### src/rtl/fmr_pkg.sv
// Shared types and constants for the framed message receiver.
`timescale 1ns / 1ps

package fmr_pkg;

	localparam logic KIND_BYTE = 1'b0;
	localparam logic KIND_TICK = 1'b1;

	localparam logic [7:0] REBOOT_CHAR = 8'h72;  // 'r'
	localparam logic [7:0] REBOOT_FLAGS = 8'h01;
	localparam logic [7:0] REBOOT_LENGTH = 8'h01;

	localparam int CFG_INDEX_W = 3;
	localparam int CFG_DATA_W = 16;

	typedef enum logic [CFG_INDEX_W-1:0] {
		REG_START_BYTE = 3'd0,
		REG_TEXT_START = 3'd1,
		REG_TEXT_END   = 3'd2,
		REG_TIMEOUT    = 3'd3,
		REG_BUF_LIMIT  = 3'd4
	} cfg_reg_t;

	localparam logic [7:0] RST_START_BYTE = 8'd1;
	localparam logic [7:0] RST_TEXT_START = 8'd2;
	localparam logic [7:0] RST_TEXT_END = 8'd3;
	localparam logic [15:0] RST_TIMEOUT = 16'd100;
	localparam logic [6:0] RST_BUF_LIMIT = 7'd64;

	typedef enum logic [2:0] {
		EV_NONE    = 3'd0,
		EV_BYTE    = 3'd1,
		EV_CSUM    = 3'd2,
		EV_STX     = 3'd3,
		EV_ETX     = 3'd4,
		EV_OVER    = 3'd5,
		EV_TIMEOUT = 3'd6
	} event_t;

	typedef struct packed {
		logic       kind;
		logic [7:0] rx_byte;
	} item_t;

	typedef struct packed {
		event_t     event_res;
		logic [7:0] payload_byte;
		logic [5:0] payload_index;
		logic [7:0] frame_length;
		logic [7:0] frame_flags;
		logic       reboot_request;
		logic       last;
	} result_t;

	// controller -> datapath
	typedef struct packed {
		logic   load_len;
		logic   load_flags;
		logic   clr_count;
		logic   store_byte;
		logic   reload_timer;
		logic   stop_timer;
		logic   dec_timer;
		logic   rd_first;
		logic   rd_next;
		logic   out_load_err;
		logic   out_load_byte;
		event_t err_code;
	} cmd_t;

	// datapath -> controller
	typedef struct packed {
		logic is_start;
		logic is_stx;
		logic is_etx;
		logic cs_ok;
		logic overflow;
		logic count_hit_len;
		logic count_zero;
		logic timer_run;
		logic timer_one;
		logic rd_last;
	} status_t;

endpackage

### src/rtl/fmr_ram.sv
// Generic single-write, single-read RAM with registered read data.
`timescale 1ns / 1ps

module fmr_ram #(
	parameter int WIDTH = 8,
	parameter int DEPTH = 64,
	parameter int ADDR_W = (DEPTH > 1) ? $clog2(DEPTH) : 1
) (
	input  logic              clk,
	input  logic              we,
	input  logic [ADDR_W-1:0] waddr,
	input  logic [WIDTH-1:0]  wdata,
	input  logic              re,
	input  logic [ADDR_W-1:0] raddr,
	output logic [WIDTH-1:0]  rdata
);

	logic [WIDTH-1:0] mem_q [DEPTH];

	always_ff @(posedge clk) begin
		if (we) begin
			mem_q[waddr] <= wdata;
		end
		if (re) begin
			rdata <= mem_q[raddr];
		end
	end

endmodule

### src/rtl/fmr_ctrl.sv
// Frame parsing and delivery sequencer.
`timescale 1ns / 1ps

module fmr_ctrl (
	input  logic             clk,
	input  logic             arst_n,
	input  logic             item_valid,
	input  logic             item_kind,
	output logic             item_stall,
	output logic             result_valid,
	input  logic             result_stall,
	input  fmr_pkg::status_t sts,
	output fmr_pkg::cmd_t    cmd
);

	typedef enum logic [3:0] {
		S_IDLE,
		S_LEN,
		S_FLAGS,
		S_STX,
		S_DATA,
		S_ETX,
		S_CS,
		S_LOAD,
		S_SEND
	} state_t;

	state_t state_q, state_d;
	logic   valid_q, valid_d;
	logic   busy, accept, taken;

	assign busy = (state_q == S_LOAD) || (state_q == S_SEND);
	assign item_stall = busy || (valid_q && result_stall);
	assign accept = item_valid && !item_stall;
	assign taken = valid_q && !result_stall;
	assign result_valid = valid_q;

	always_comb begin
		cmd = '0;
		cmd.err_code = fmr_pkg::EV_NONE;
		state_d = state_q;

		if (state_q == S_LOAD) begin
			cmd.out_load_byte = 1'b1;
			state_d = S_SEND;
		end else if (state_q == S_SEND) begin
			if (taken) begin
				if (sts.rd_last) begin
					state_d = S_IDLE;
				end else begin
					cmd.rd_next = 1'b1;
					state_d = S_LOAD;
				end
			end
		end else if (accept && item_kind == fmr_pkg::KIND_TICK) begin
			if (sts.timer_run) begin
				cmd.dec_timer = 1'b1;
				if (sts.timer_one) begin
					cmd.out_load_err = 1'b1;
					cmd.err_code = fmr_pkg::EV_TIMEOUT;
					state_d = S_IDLE;
				end
			end
		end else if (accept) begin
			case (state_q)
				S_IDLE: begin
					if (sts.is_start) begin
						cmd.reload_timer = 1'b1;
						state_d = S_LEN;
					end
				end
				S_LEN: begin
					cmd.load_len = 1'b1;
					cmd.reload_timer = 1'b1;
					state_d = S_FLAGS;
				end
				S_FLAGS: begin
					cmd.load_flags = 1'b1;
					cmd.reload_timer = 1'b1;
					state_d = S_STX;
				end
				S_STX: begin
					if (!sts.is_stx) begin
						cmd.out_load_err = 1'b1;
						cmd.err_code = fmr_pkg::EV_STX;
						cmd.stop_timer = 1'b1;
						state_d = S_IDLE;
					end else begin
						cmd.reload_timer = 1'b1;
						cmd.clr_count = 1'b1;
						state_d = S_DATA;
					end
				end
				S_DATA: begin
					if (sts.overflow) begin
						cmd.out_load_err = 1'b1;
						cmd.err_code = fmr_pkg::EV_OVER;
						cmd.stop_timer = 1'b1;
						state_d = S_IDLE;
					end else begin
						cmd.store_byte = 1'b1;
						cmd.reload_timer = 1'b1;
						if (sts.count_hit_len) begin
							state_d = S_ETX;
						end
					end
				end
				S_ETX: begin
					if (!sts.is_etx) begin
						cmd.out_load_err = 1'b1;
						cmd.err_code = fmr_pkg::EV_ETX;
						cmd.stop_timer = 1'b1;
						state_d = S_IDLE;
					end else begin
						cmd.reload_timer = 1'b1;
						state_d = S_CS;
					end
				end
				S_CS: begin
					cmd.stop_timer = 1'b1;
					if (!sts.cs_ok) begin
						cmd.out_load_err = 1'b1;
						cmd.err_code = fmr_pkg::EV_CSUM;
						state_d = S_IDLE;
					end else if (sts.count_zero) begin
						state_d = S_IDLE;
					end else begin
						cmd.rd_first = 1'b1;
						state_d = S_LOAD;
					end
				end
				default: begin
					state_d = S_IDLE;
				end
			endcase
		end

		valid_d = valid_q;
		if (taken) begin
			valid_d = 1'b0;
		end
		if (cmd.out_load_err || cmd.out_load_byte) begin
			valid_d = 1'b1;
		end
	end

	always_ff @(posedge clk or negedge arst_n) begin
		if (!arst_n) begin
			state_q <= S_IDLE;
			valid_q <= 1'b0;
		end else begin
			state_q <= state_d;
			valid_q <= valid_d;
		end
	end

endmodule

### src/rtl/fmr_dp.sv
// Datapath: configuration, frame fields, timer, payload store and result register.
`timescale 1ns / 1ps

module fmr_dp #(
	parameter int PAYLOAD_DEPTH = 64,
	parameter int TIMER_WIDTH = 16
) (
	input  logic                               clk,
	input  logic                               arst_n,
	input  logic                               cfg_we,
	input  logic [fmr_pkg::CFG_INDEX_W-1:0]    cfg_index,
	input  logic [fmr_pkg::CFG_DATA_W-1:0]     cfg_data,
	input  logic [7:0]                         rx_byte,
	input  fmr_pkg::cmd_t                      cmd,
	output fmr_pkg::status_t                   sts,
	output fmr_pkg::result_t                   result
);

	localparam int AW = (PAYLOAD_DEPTH > 1) ? $clog2(PAYLOAD_DEPTH) : 1;
	localparam int CW = $clog2(PAYLOAD_DEPTH + 1);

	logic [7:0]             start_q, stx_q, etx_q;
	logic [15:0]            timeout_q;
	logic [6:0]             limit_q;
	logic [TIMER_WIDTH-1:0] timer_q;
	logic [7:0]             len_q, flags_q, sum_q;
	logic [CW-1:0]          count_q, idx_q, count_inc, idx_inc;
	logic [6:0]             lim_eff;
	logic [AW-1:0]          raddr;
	logic [7:0]             rdata;
	fmr_pkg::result_t       result_q;

	// configuration
	always_ff @(posedge clk or negedge arst_n) begin
		if (!arst_n) begin
			start_q <= fmr_pkg::RST_START_BYTE;
			stx_q <= fmr_pkg::RST_TEXT_START;
			etx_q <= fmr_pkg::RST_TEXT_END;
			timeout_q <= fmr_pkg::RST_TIMEOUT;
			limit_q <= fmr_pkg::RST_BUF_LIMIT;
		end else if (cfg_we) begin
			case (cfg_index)
				fmr_pkg::REG_START_BYTE: start_q <= cfg_data[7:0];
				fmr_pkg::REG_TEXT_START: stx_q <= cfg_data[7:0];
				fmr_pkg::REG_TEXT_END:   etx_q <= cfg_data[7:0];
				fmr_pkg::REG_TIMEOUT:    timeout_q <= cfg_data[15:0];
				fmr_pkg::REG_BUF_LIMIT:  limit_q <= cfg_data[6:0];
				default: ;
			endcase
		end
	end

	assign count_inc = count_q + CW'(1);
	assign idx_inc = idx_q + CW'(1);
	assign lim_eff = (limit_q > 7'(PAYLOAD_DEPTH)) ? 7'(PAYLOAD_DEPTH) : limit_q;

	// frame fields, timer, counters
	always_ff @(posedge clk or negedge arst_n) begin
		if (!arst_n) begin
			timer_q <= '0;
			len_q <= '0;
			flags_q <= '0;
			sum_q <= '0;
			count_q <= '0;
			idx_q <= '0;
		end else begin
			if (cmd.stop_timer) begin
				timer_q <= '0;
			end else if (cmd.reload_timer) begin
				timer_q <= TIMER_WIDTH'(timeout_q);
			end else if (cmd.dec_timer) begin
				timer_q <= timer_q - TIMER_WIDTH'(1);
			end
			if (cmd.load_len) begin
				len_q <= rx_byte;
				sum_q <= rx_byte;
			end
			if (cmd.load_flags) begin
				flags_q <= rx_byte;
				sum_q <= sum_q + rx_byte;
			end
			if (cmd.clr_count) begin
				count_q <= '0;
			end
			if (cmd.store_byte) begin
				sum_q <= sum_q + rx_byte;
				count_q <= count_inc;
			end
			if (cmd.rd_first) begin
				idx_q <= '0;
			end else if (cmd.rd_next) begin
				idx_q <= idx_inc;
			end
		end
	end

	assign raddr = cmd.rd_first ? '0 : idx_inc[AW-1:0];

	fmr_ram #(
		.WIDTH(8),
		.DEPTH(PAYLOAD_DEPTH)
	) u_store (
		.clk  (clk),
		.we   (cmd.store_byte),
		.waddr(count_q[AW-1:0]),
		.wdata(rx_byte),
		.re   (cmd.rd_first || cmd.rd_next),
		.raddr(raddr),
		.rdata(rdata)
	);

	always_comb begin
		sts.is_start = (rx_byte == start_q);
		sts.is_stx = (rx_byte == stx_q);
		sts.is_etx = (rx_byte == etx_q);
		sts.cs_ok = (rx_byte == 8'(8'd0 - sum_q));
		sts.overflow = (7'(count_q) >= lim_eff);
		sts.count_hit_len = (8'(count_inc) == len_q);
		sts.count_zero = (count_q == '0);
		sts.timer_run = (timer_q != '0);
		sts.timer_one = (timer_q == TIMER_WIDTH'(1));
		sts.rd_last = (idx_inc == count_q);
	end

	// result register; a reboot request needs length one, so the only byte read is entry zero
	always_ff @(posedge clk) begin
		if (cmd.out_load_err) begin
			result_q.event_res <= cmd.err_code;
			result_q.payload_byte <= '0;
			result_q.payload_index <= '0;
			result_q.frame_length <= '0;
			result_q.frame_flags <= '0;
			result_q.reboot_request <= 1'b0;
			result_q.last <= 1'b1;
		end else if (cmd.out_load_byte) begin
			result_q.event_res <= fmr_pkg::EV_BYTE;
			result_q.payload_byte <= rdata;
			result_q.payload_index <= 6'(idx_q);
			result_q.frame_length <= len_q;
			result_q.frame_flags <= flags_q;
			result_q.reboot_request <= (flags_q == fmr_pkg::REBOOT_FLAGS) &&
				(len_q == fmr_pkg::REBOOT_LENGTH) && (rdata == fmr_pkg::REBOOT_CHAR);
			result_q.last <= sts.rd_last;
		end
	end

	assign result = result_q;

endmodule

### src/rtl/framed_message_receiver.sv
// Top level of the framed message receiver.
`timescale 1ns / 1ps

// Each input beat is a received byte or a timer tick, taken unless stalled; frames
// are start byte, length, flags, text start, payload, text end, checksum, where the
// checksum is the two's complement of the 8-bit sum of length, flags and payload. An
// error (text start, text end, overflow, checksum, timeout) gives one result beat with
// last set. A good frame of n payload bytes gives n result beats, each byte read from
// the payload RAM (registered read) into the output register; input is stalled during
// that delivery. The payload RAM needs no clearing after reset.
module framed_message_receiver #(
	parameter int PAYLOAD_DEPTH = 64,
	parameter int TIMER_WIDTH = 16
) (
	input  logic                            clk,
	input  logic                            arst_n,
	input  logic                            item_valid,
	output logic                            item_stall,
	input  fmr_pkg::item_t                  item,
	output logic                            result_valid,
	input  logic                            result_stall,
	output fmr_pkg::result_t                result,
	input  logic                            cfg_we,
	input  logic [fmr_pkg::CFG_INDEX_W-1:0] cfg_index,
	input  logic [fmr_pkg::CFG_DATA_W-1:0]  cfg_data
);

	fmr_pkg::cmd_t    cmd;
	fmr_pkg::status_t sts;

	fmr_ctrl u_ctrl (
		.clk         (clk),
		.arst_n      (arst_n),
		.item_valid  (item_valid),
		.item_kind   (item.kind),
		.item_stall  (item_stall),
		.result_valid(result_valid),
		.result_stall(result_stall),
		.sts         (sts),
		.cmd         (cmd)
	);

	fmr_dp #(
		.PAYLOAD_DEPTH(PAYLOAD_DEPTH),
		.TIMER_WIDTH  (TIMER_WIDTH)
	) u_dp (
		.clk      (clk),
		.arst_n   (arst_n),
		.cfg_we   (cfg_we),
		.cfg_index(cfg_index),
		.cfg_data (cfg_data),
		.rx_byte  (item.rx_byte),
		.cmd      (cmd),
		.sts      (sts),
		.result   (result)
	);

endmodule

### config.mk
export PLATFORM = sky130hd
export DESIGN_NAME = framed_message_receiver
export DESIGN_NICKNAME = d
export VERILOG_FILES = /design/src/rtl/fmr_pkg.sv /design/src/rtl/fmr_ram.sv /design/src/rtl/fmr_ctrl.sv /design/src/rtl/fmr_dp.sv /design/src/rtl/framed_message_receiver.sv
export SDC_FILE = /design/constraint.sdc
export NUM_CORES = 1
export LEC_CHECK = 0
export BUFFER_PORTS_ARGS = -buffer_cell sky130_fd_sc_hd__buf_2
export CELL_PAD_IN_SITES_DETAIL_PLACEMENT = 0
export CELL_PAD_IN_SITES_GLOBAL_PLACEMENT = 1
export CORE_MARGIN = 3
export CORE_UTILIZATION = 43
export DETAILED_ROUTE_END_ITERATION = 7
export GPL_TIMING_DRIVEN = 0
export PLACE_DENSITY = 0.74
export RECOVER_POWER = 50
export SYNTH_ARGS = -nofsm -noshare
export SYNTH_HDL_FRONTEND = slang
export SYNTH_HIERARCHICAL = 1
export SYNTH_SLANG_ARGS = --single-unit
### constraint.sdc
create_clock -name clk -period 8.85 [get_ports clk]
set_input_delay 0.885 -clock clk [delete_from_list [all_inputs] [get_ports clk]]
set_output_delay 0.885 -clock clk [all_outputs]
set_load 0.02 [all_outputs]
After elaboration in Yosys (flattened, before gate mapping)
Memory sizes are Yosys's and may differ from the RTL's. A register that Yosys moved wholly into a read port is not among the register bits.
Cells that the tools add are included.
Storage, ports and cells
  flip-flop bits (word level): 141
  memory bits (writable): 512
  memories kept: 1
Operators by class
  add/sub/neg operators: 5
  magnitude comparators: 2
  equal/unequal tests: 27
  mux-type cells: 80
  reductions and logical operators: 30
Memories
  u_dp.u_store.mem_q: words 64, bits a word 8, rd ports 1, clocked after memory_dff 1, wr ports 1, RTL line fmr_ram.sv:18  | logic [WIDTH-1:0] mem_q [DEPTH];
Operators with widths (number)
  $mux W35: 2
  $mux W16: 3
  $mux W4: 11
  $mux W3: 12
  $mux W7: 5
  $eq A8 B8 Y1: 4
  $mux W8: 4
  $mux W1: 31
  $pmux W4 S7: 1
  $mux W6: 3
  $eq A16 B1 Y1 const B: 1
  $eq A4 B3 Y1 const B: 4
  $eq A8 B1 Y1 const B: 2
  $reduce_bool A16 Y1: 1
  $sub A16 B1 Y16 const B: 1
  $add A7 B1 Y7 const B: 2
  $pmux W3 S4: 1
  $mux W10: 1
  $reduce_and A2 Y1: 5
  $add A8 B8 Y8: 1
  $eq A4 B2 Y1 const B: 2
  $eq A7 B8 Y1: 1
  $eq A8 B7 Y1 const B: 1
  $ne A4 B2 Y1 const B: 2
  other kinds (26): 43

Depth between registers and ports, before layout
Gate-level depths: netlist (run 1).
  depth after elaboration: 12
  gate-level depth with buffers: 21
  depth with buffers taken out: 16

Cells and area by module
Netlist (run 1), hierarchy kept.
Modules (own cells, without submodules)
  fmr_ram: times used 1, cells an instance 972, area each 20270.7 sq um, seq. area each 15615.0 sq um
  fmr_dp: times used 1, cells an instance 677, area each 7086.8 sq um, seq. area each 3268.1 sq um
  fmr_ctrl: times used 1, cells an instance 99, area each 745.7 sq um, seq. area each 125.1 sq um

Least setup slack after synthesis (run 1)
OpenSTA, ideal clock, no wires.
  path kind: input port to flip-flop
  from: input port item[3] (netlist bit)
  to: register u_dp.u_store.rdata[7], read port of u_dp.u_store.mem_q, data pin
  library setup time: 0.269 ns
  arrival: 4.531 ns
  slack: 4.050 ns
  cell stages on the path: 16
  cell sequence: buf_2 > xor2_1 > xnor2_1 > or3_1 > a2111oi_2 > nor2b_1 > or3b_1 > nor2_1 > clkbuf_1 > nor2_1 > buf_6 > buf_6 > mux4_2 > mux4_2 > o2111ai_1 > o41ai_1
RTL lines
  start, declared: RTL line framed_message_receiver.sv:19  | input fmr_pkg::item_t item,
  end, declared: RTL line fmr_ram.sv:15  | output logic [WIDTH-1:0] rdata

==> results.ini, run 1 <==
[placed_design]
gp_congestion = 0.930
io_buffers = 68
place_hpwl_um = 48900

[drt]
drc = 0
postRouteAntennaNets = 0
viasPerCell = 5.84
routed-via-count = 16400
drtIter0Drc = 1861
wl_per_cell_um = 26.0
routed_wirelength_um = 72800
drt_pass1_iterations = 5

[final_layout]
fillers = 5424
utilization_pct = 49.3
area_growth_pct = 13.2
drive_above_1_share_pct = 20.7
fin_nets = 1945

[sta]
setup_tns_ns = 0
final.min_clock_period_ns = 7.26
finalMaxSlewViolations = 109
fmax_mhz = 138
tightest_slew_ns = 3.62
grt_setup_unrepaired = no
hold_viol = 0
finalCritPeriodShare_pct = 82.1
setup_viol = 0
clock_skew_ns = 0.0175
max_slew_margin_pct = -142

[global_routing]
grt-ovfl-total = 0
grt_pass1_wl_um = 107000
grt_max_degree = 67
antenna_found_initial = 2
track_usage_pct = 21.5
grt_pass1_vias = 16200

[clocking]
cts_sinks = 661
cts_hold_buffers = 0
clock_path_buffers = 3
cts_tree = built
cts.clk_slew.worst_paths_ns = 0.06
clockRootBuffer = clkbuf_16
cts-resized-gates = 0
cts_max_level = 3
numCtsBuffers = 71
post_cts_buffers = 0
clock_latency_ns = 0.61

[synth]
netlist_instances = 1748
synth_fa_ha_area_share_pct = 1.01
avgSynthCellArea_um2 = 16.1
synth_xor_area_share_pct = 2.46
ys_seq_area_share_pct = 67.6
syn_area_mm2 = 0.0281
synth_top_area_cell = edfxtp_1
ys_seq_elements = 661
yosys-top-cells-area = edfxtp_1 (56%), mux4_2 (9.9%), dfrtp_1 (8.7%), mux2i_1 (2.4%), nor2_1 (2.3%)
synth_compound_area_share_pct = 4.14
synthTopCellsByCount = edfxtp_1 (523), nor2_1 (175), mux4_2 (124)
synth_mux_area_share_pct = 14.7
synth_warnings = 6
synth_top_family_by_area = multiplexers
synth-async-reset-ratio_pct = 16.0
ys_types = 82
yosysTopAreaCellShare_pct = 55.9
syn_nets = 1803
synth_most_common_cell = edfxtp_1
synth_flop_cell = edfxtp_1
yosys.area_share.simple_pct = 7.78
synth_edf_count = 523

[power]
pwr_density_cell_mw_per_mm2 = 234
leakagePower_nw = 10.8
ir_drop_mv = 0.124
power_mw = 7.46

[critical_path]
reg2regPathDepth = 18
critPathLaunchType = primary input
r2r-start = u_dp/sum_q[1]$_DFFE_PN0P_
endpoint_kind = register
reg2reg_slack_ns = 2.38
critPathKind = primary input to register
critical_path_required_ns = 9.19
cp-endpoint = u_dp/u_store/rdata[0]$_DFFE_PP_
worst-path-max-fanout = 66
critPathLaunch = item[3]
reg2reg_to = u_dp/u_store/rdata[0]$_DFFE_PP_
cp.arrival_ns = 7.60

[floorplanning]
start_util_pct = 43.5
pin_count = 70
die_h_um = 262
core-area_mm2 = 0.0646
num_rows = 93
die-area_mm2 = 0.0685
die_w_um = 262

[run]
max-cap-violations = 2

[hold_path]
hold_class = register to register

[status]
status = finished, violations left
violations = capacitance limit, slew limit

## registers in the layout, summed over array words and instances, names as in the netlist
signal,cells
u_dp/u_store/mem_q,512
u_dp/result,35
u_dp/timeout_q,16
u_dp/timer_q,16
u_dp/etx_q,8
u_dp/flags_q,8
u_dp/len_q,8
u_dp/start_q,8
u_dp/stx_q,8
u_dp/sum_q,8
u_dp/u_store/rdata,8
u_dp/count_q,7
u_dp/idx_q,7
u_dp/limit_q,7
u_ctrl/state_q,4
u_ctrl/result_valid,1
## power breakdown
| group | internal, mW | leakage (nW) | switching (mW) | total (mW) |
|---|---|---|---|---|
| Clock | 1.72 | 1.12 | 1.21 | 2.93 |
| Sequential | 3.51 | 6.25 | 0.178 | 3.68 |
| Combinational | 0.372 | 3.42 | 0.472 | 0.843 |
| Total | 5.60 | 10.8 | 1.86 | 7.46 |
## layer usage
metal | global-route usage [%] | vias up | routed length (um)
met1 | 29.7 | 8448 | 29900
met4 | 8.28 | 0 | 2710
met2 | 34.0 | 725 | 34100
met3 | 4.13 | 137 | 6050
li1 | - | 7052 | -
met5 | 0 | - | 0
## critical path, stage by stage
cell and delay, ns:
buf_2 0.93, buf_2 0.41, xor2_1 0.19, xnor2_1 0.08, or3_1 0.39, a2111oi_2 0.54
nor2b_1 0.33, or3b_1 0.44, nor2_1 0.29, clkbuf_1 0.42, nor2_1 0.25, buf_2 0.30
buf_2 0.29, buf_2 0.26, a2111oi_0 1.09, nor3_1 0.08, a22o_1 0.31
## how the worst min path moves through the flow
| stage | startpoint | to | slack, ns | cells after the start |
|---|---|---|---|---|
| after CTS | arst_n | u_dp/start_q[3]$_DFFE_PN0P_ | 0.41 | 1 |
| after detailed placement | u_dp/result[1]$_SDFFE_PP0P_ | u_dp/result[1]$_SDFFE_PP0P_ | 0.47 | 2 |
| after global placement | u_dp/result[15]$_SDFFE_PP0P_ | u_dp/result[15]$_SDFFE_PP0P_ | 0.47 | 2 |
| after floorplan | u_dp/timeout_q[11]$_DFFE_PN0P_ | u_dp/timeout_q[11]$_DFFE_PN0P_ | 0.46 | 1 |
| final | u_dp/result[1]$_SDFFE_PP0P_ | u_dp/result[1]$_SDFFE_PP0P_ | 0.47 | 2 |
| after global routing | cfg_data[10] | u_dp/timeout_q[10]$_DFFE_PN0P_ | 0.48 | 2 |
## metrics by stage
step	hold WS (ns)	setup slack (ns)	instances	instance area, um^2
finish	0.470	1.59	2804	31800
global route	0.480	1.36	2803	31800
global placement	0.468	1.22	2671	29500
floorplan	0.464	4.05	1748	28100
CTS	0.406	1.74	2803	31800
detailed placement	0.468	1.11	2672	29500
## cell usage in the layout, fill, tap and decap left out, types with 34 or more instances in the layout
master / n
mux2_2: 34
mux2i_1: 66
clkbuf_16: 72
mux4_2: 124
xnor2_1: 54
clkbuf_1: 73
edfxtp_1: 523
nor2_1: 175
nand2_1: 69
dfrtp_1: 98
buf_2: 87
nand3_1: 37
## final cells by class
| type | instances | area (um^2) | area share (%) |
|---|---|---|---|
| Buffer | 99 | 513 | 1.61 |
| Timing Repair Buffer | 69 | 344 | 1.08 |
| Tap cell | 855 | 1070 | 3.36 |
| Multi-Input combinational cell | 958 | 8460 | 26.6 |
| Sequential cell | 661 | 19000 | 59.8 |
| Clock inverter | 43 | 430 | 1.35 |
| Inverter | 30 | 113 | 0.354 |
| Antenna cell | 1 | 2.50 | 0.00787 |
| Clock buffer | 88 | 1870 | 5.88 |
## kinds of logic after synthesis
| logic type | after synthesis |
|---|---|
| adders and majority gates | 22 |
| buffers and inverters | 129 |
| DFF | 661 |
| AOI/OAI and AO/OA | 170 |
| muxes | 251 |
| xor gates and xnor gates | 79 |
| and+or+nand+nor | 436 |
Power figures use the tool's default switching activity.
==> inputs of run 2 (changes only) <==
PLACE_DENSITY = 0.77   (was 0.74)
clock period = 6.5 ns   (was 8.85 ns; I/O delays follow)
==> results.ini, run 2 (synthesized netlist as in run 1, its figures left out) <==
[power]
pwr_density_cell_mw_per_mm2 = 315
power_mw = 10.0
leakagePower_nw = 10.8
ir_drop_mv = 0.186

[global_routing]
grt_pass1_vias = 16300
track_usage_pct = 21.7
grt-ovfl-total = 0
grt_max_degree = 67
antenna_found_initial = 1
grt_pass1_wl_um = 108000

[hold_path]
hold_class = primary input to register
worstHoldStart = cfg_data[11]
hold_depth = 2
min_to = u_dp/timeout_q[11]$_DFFE_PN0P_

[drt]
drc = 0
drtIter0Drc = 1836
drt_pass1_iterations = 5
routed_wirelength_um = 73600
wl_per_cell_um = 26.3
viasPerCell = 5.88
postRouteAntennaNets = 0
routed-via-count = 16500

[final_layout]
drive_above_1_share_pct = 20.8
largest_register = u_dp/u_store/mem_q
fin_nets = 1944
area_growth_pct = 13.0
fin_area_mm2 = 0.0318
diodes = 0
fillers = 5404
mostFrequentLayoutCells = edfxtp_1 (523), nor2_1 (175), mux4_2 (124)
layout_commonest_cell = edfxtp_1
largest_reg_flops = 512
layout.cells.non_filler = 2799

[floorplanning]
num_rows = 93
pin_count = 70
die_w_um = 262
core-area_mm2 = 0.0646
die_h_um = 262
start_util_pct = 43.5
die-area_mm2 = 0.0685

[critical_path]
critical_path_required_ns = 6.85
worst-path-max-fanout = 66
reg2regPathDepth = 18
r2r-start = u_dp/sum_q[1]$_DFFE_PN0P_
critPathLaunch = item[3]
endpoint_kind = register
critPathLaunchType = primary input
path_common_cell = buf_2
reg2reg_to = u_dp/u_store/rdata[0]$_DFFE_PP_
slowest_stage = a2111oi_0
crit_chain = buf_4 -> buf_2 -> xor2_1 -> xnor2_1 -> or3_1 -> a2111oi_2 -> nor2b_1 -> or3b_1 -> nor2_1 -> clkbuf_1 -> nor2_1 -> buf_2 -> buf_2 -> buf_2 -> a2111oi_0 -> nor3_1 -> a22o_1
cpPeakStageDelay_ns = 0.77
reg2reg_slack_ns = 0.33
critPathKind = primary input to register
cp.arrival_ns = 6.62

[sta]
clock_skew_ns = 0.0231
finalCritPeriodShare_pct = 96.5
final.min_clock_period_ns = 6.27
setup_tns_ns = 0
tightest_slew_ns = 3.29
setup_viol = 0
max_slew_margin_pct = -119
hold_viol = 0
fmax_mhz = 159
grt_setup_unrepaired = no
holdWs_ns = 0.260
finalMaxSlewViolations = 109

[clocking]
cts_max_level = 3
cts.clk_slew.worst_paths_ns = 0.05
clock_path_buffers = 3
clock_latency_ns = 0.63
clockRootBuffer = clkbuf_16
cts_sinks = 661
cts_hold_buffers = 0
cts_tree = built
post_cts_buffers = 0
numCtsBuffers = 71

[status]
violations = capacitance limit, slew limit
status = finished, violations left

[placed_design]
io_buffers = 68
dp.cells = 2672
place_hpwl_um = 48800
dpl-instance-area_mm2 = 0.0295
gp_congestion = 0.902

[run]
max-cap-violations = 2

==> run 2: worst max-delay path by stage <==
stage	depth (start not counted)	to	slack (ns)
after global routing	18	u_dp/u_store/rdata[1]$_DFFE_PP_	0.004
after CTS	16	u_dp/u_store/rdata[7]$_DFFE_PP_	0.01
after global placement	17	u_dp/u_store/rdata[7]$_DFFE_PP_	-0.68
after detailed placement	17	u_dp/u_store/rdata[7]$_DFFE_PP_	-0.80
after floorplan	16	u_dp/u_store/rdata[7]$_DFFE_PP_	1.94
final	17	u_dp/u_store/rdata[0]$_DFFE_PP_	0.23
==> run 2: through the flow <==
stage,worst slack (ns),util [%]
floorplan,1.94,-
global route,0.00435,49.2
CTS,0.0112,49.2
detailed placement,-0.801,45.7
global placement,-0.676,45.7
finish,0.229,49.2
==> run 2: metal layers <==
metal | wire [um] | up-vias | GRT usage, %
li1 | - | 7026 | -
met2 | 34600 | 798 | 34.5
met4 | 2720 | 2 | 7.98
met1 | 29200 | 8473 | 29.2
met3 | 7010 | 153 | 5.15
met5 | 13 | - | 0
==> run 2: worst max-delay path: cells and delay by family <==
kind,cells,cell delay (ns)
AOI/OAI and AO/OA,3,1.62
xor gates and xnor gates,2,0.28
buffers and inverters,6,2.15
and+or+nand+nor,6,1.81
==> run 2: area by class of cell <==
| type | instances | area (um^2) | area share (%) |
|---|---|---|---|
| Buffer | 98 | 509 | 1.60 |
| Clock buffer | 86 | 1870 | 5.90 |
| Clock inverter | 42 | 360 | 1.13 |
| Inverter | 30 | 113 | 0.354 |
| Multi-Input combinational cell | 958 | 8470 | 26.7 |
| Sequential cell | 661 | 19000 | 59.8 |
| Tap cell | 855 | 1070 | 3.37 |
| Timing Repair Buffer | 69 | 363 | 1.14 |
==> run 2: what timing repair did <==
action	CTS	global route
setup endpoints to repair	7	8
resized for setup	3	7
pin swaps	0	0
==> run 2: where the power goes <==
group	total [mW]	leakage, nW	internal [mW]	switching (mW)
sequential	5.01	6.25	4.77	0.240
combinational	1.16	3.43	0.507	0.650
clock	3.84	1.08	2.16	1.68
total	10.0	10.8	7.45	2.57
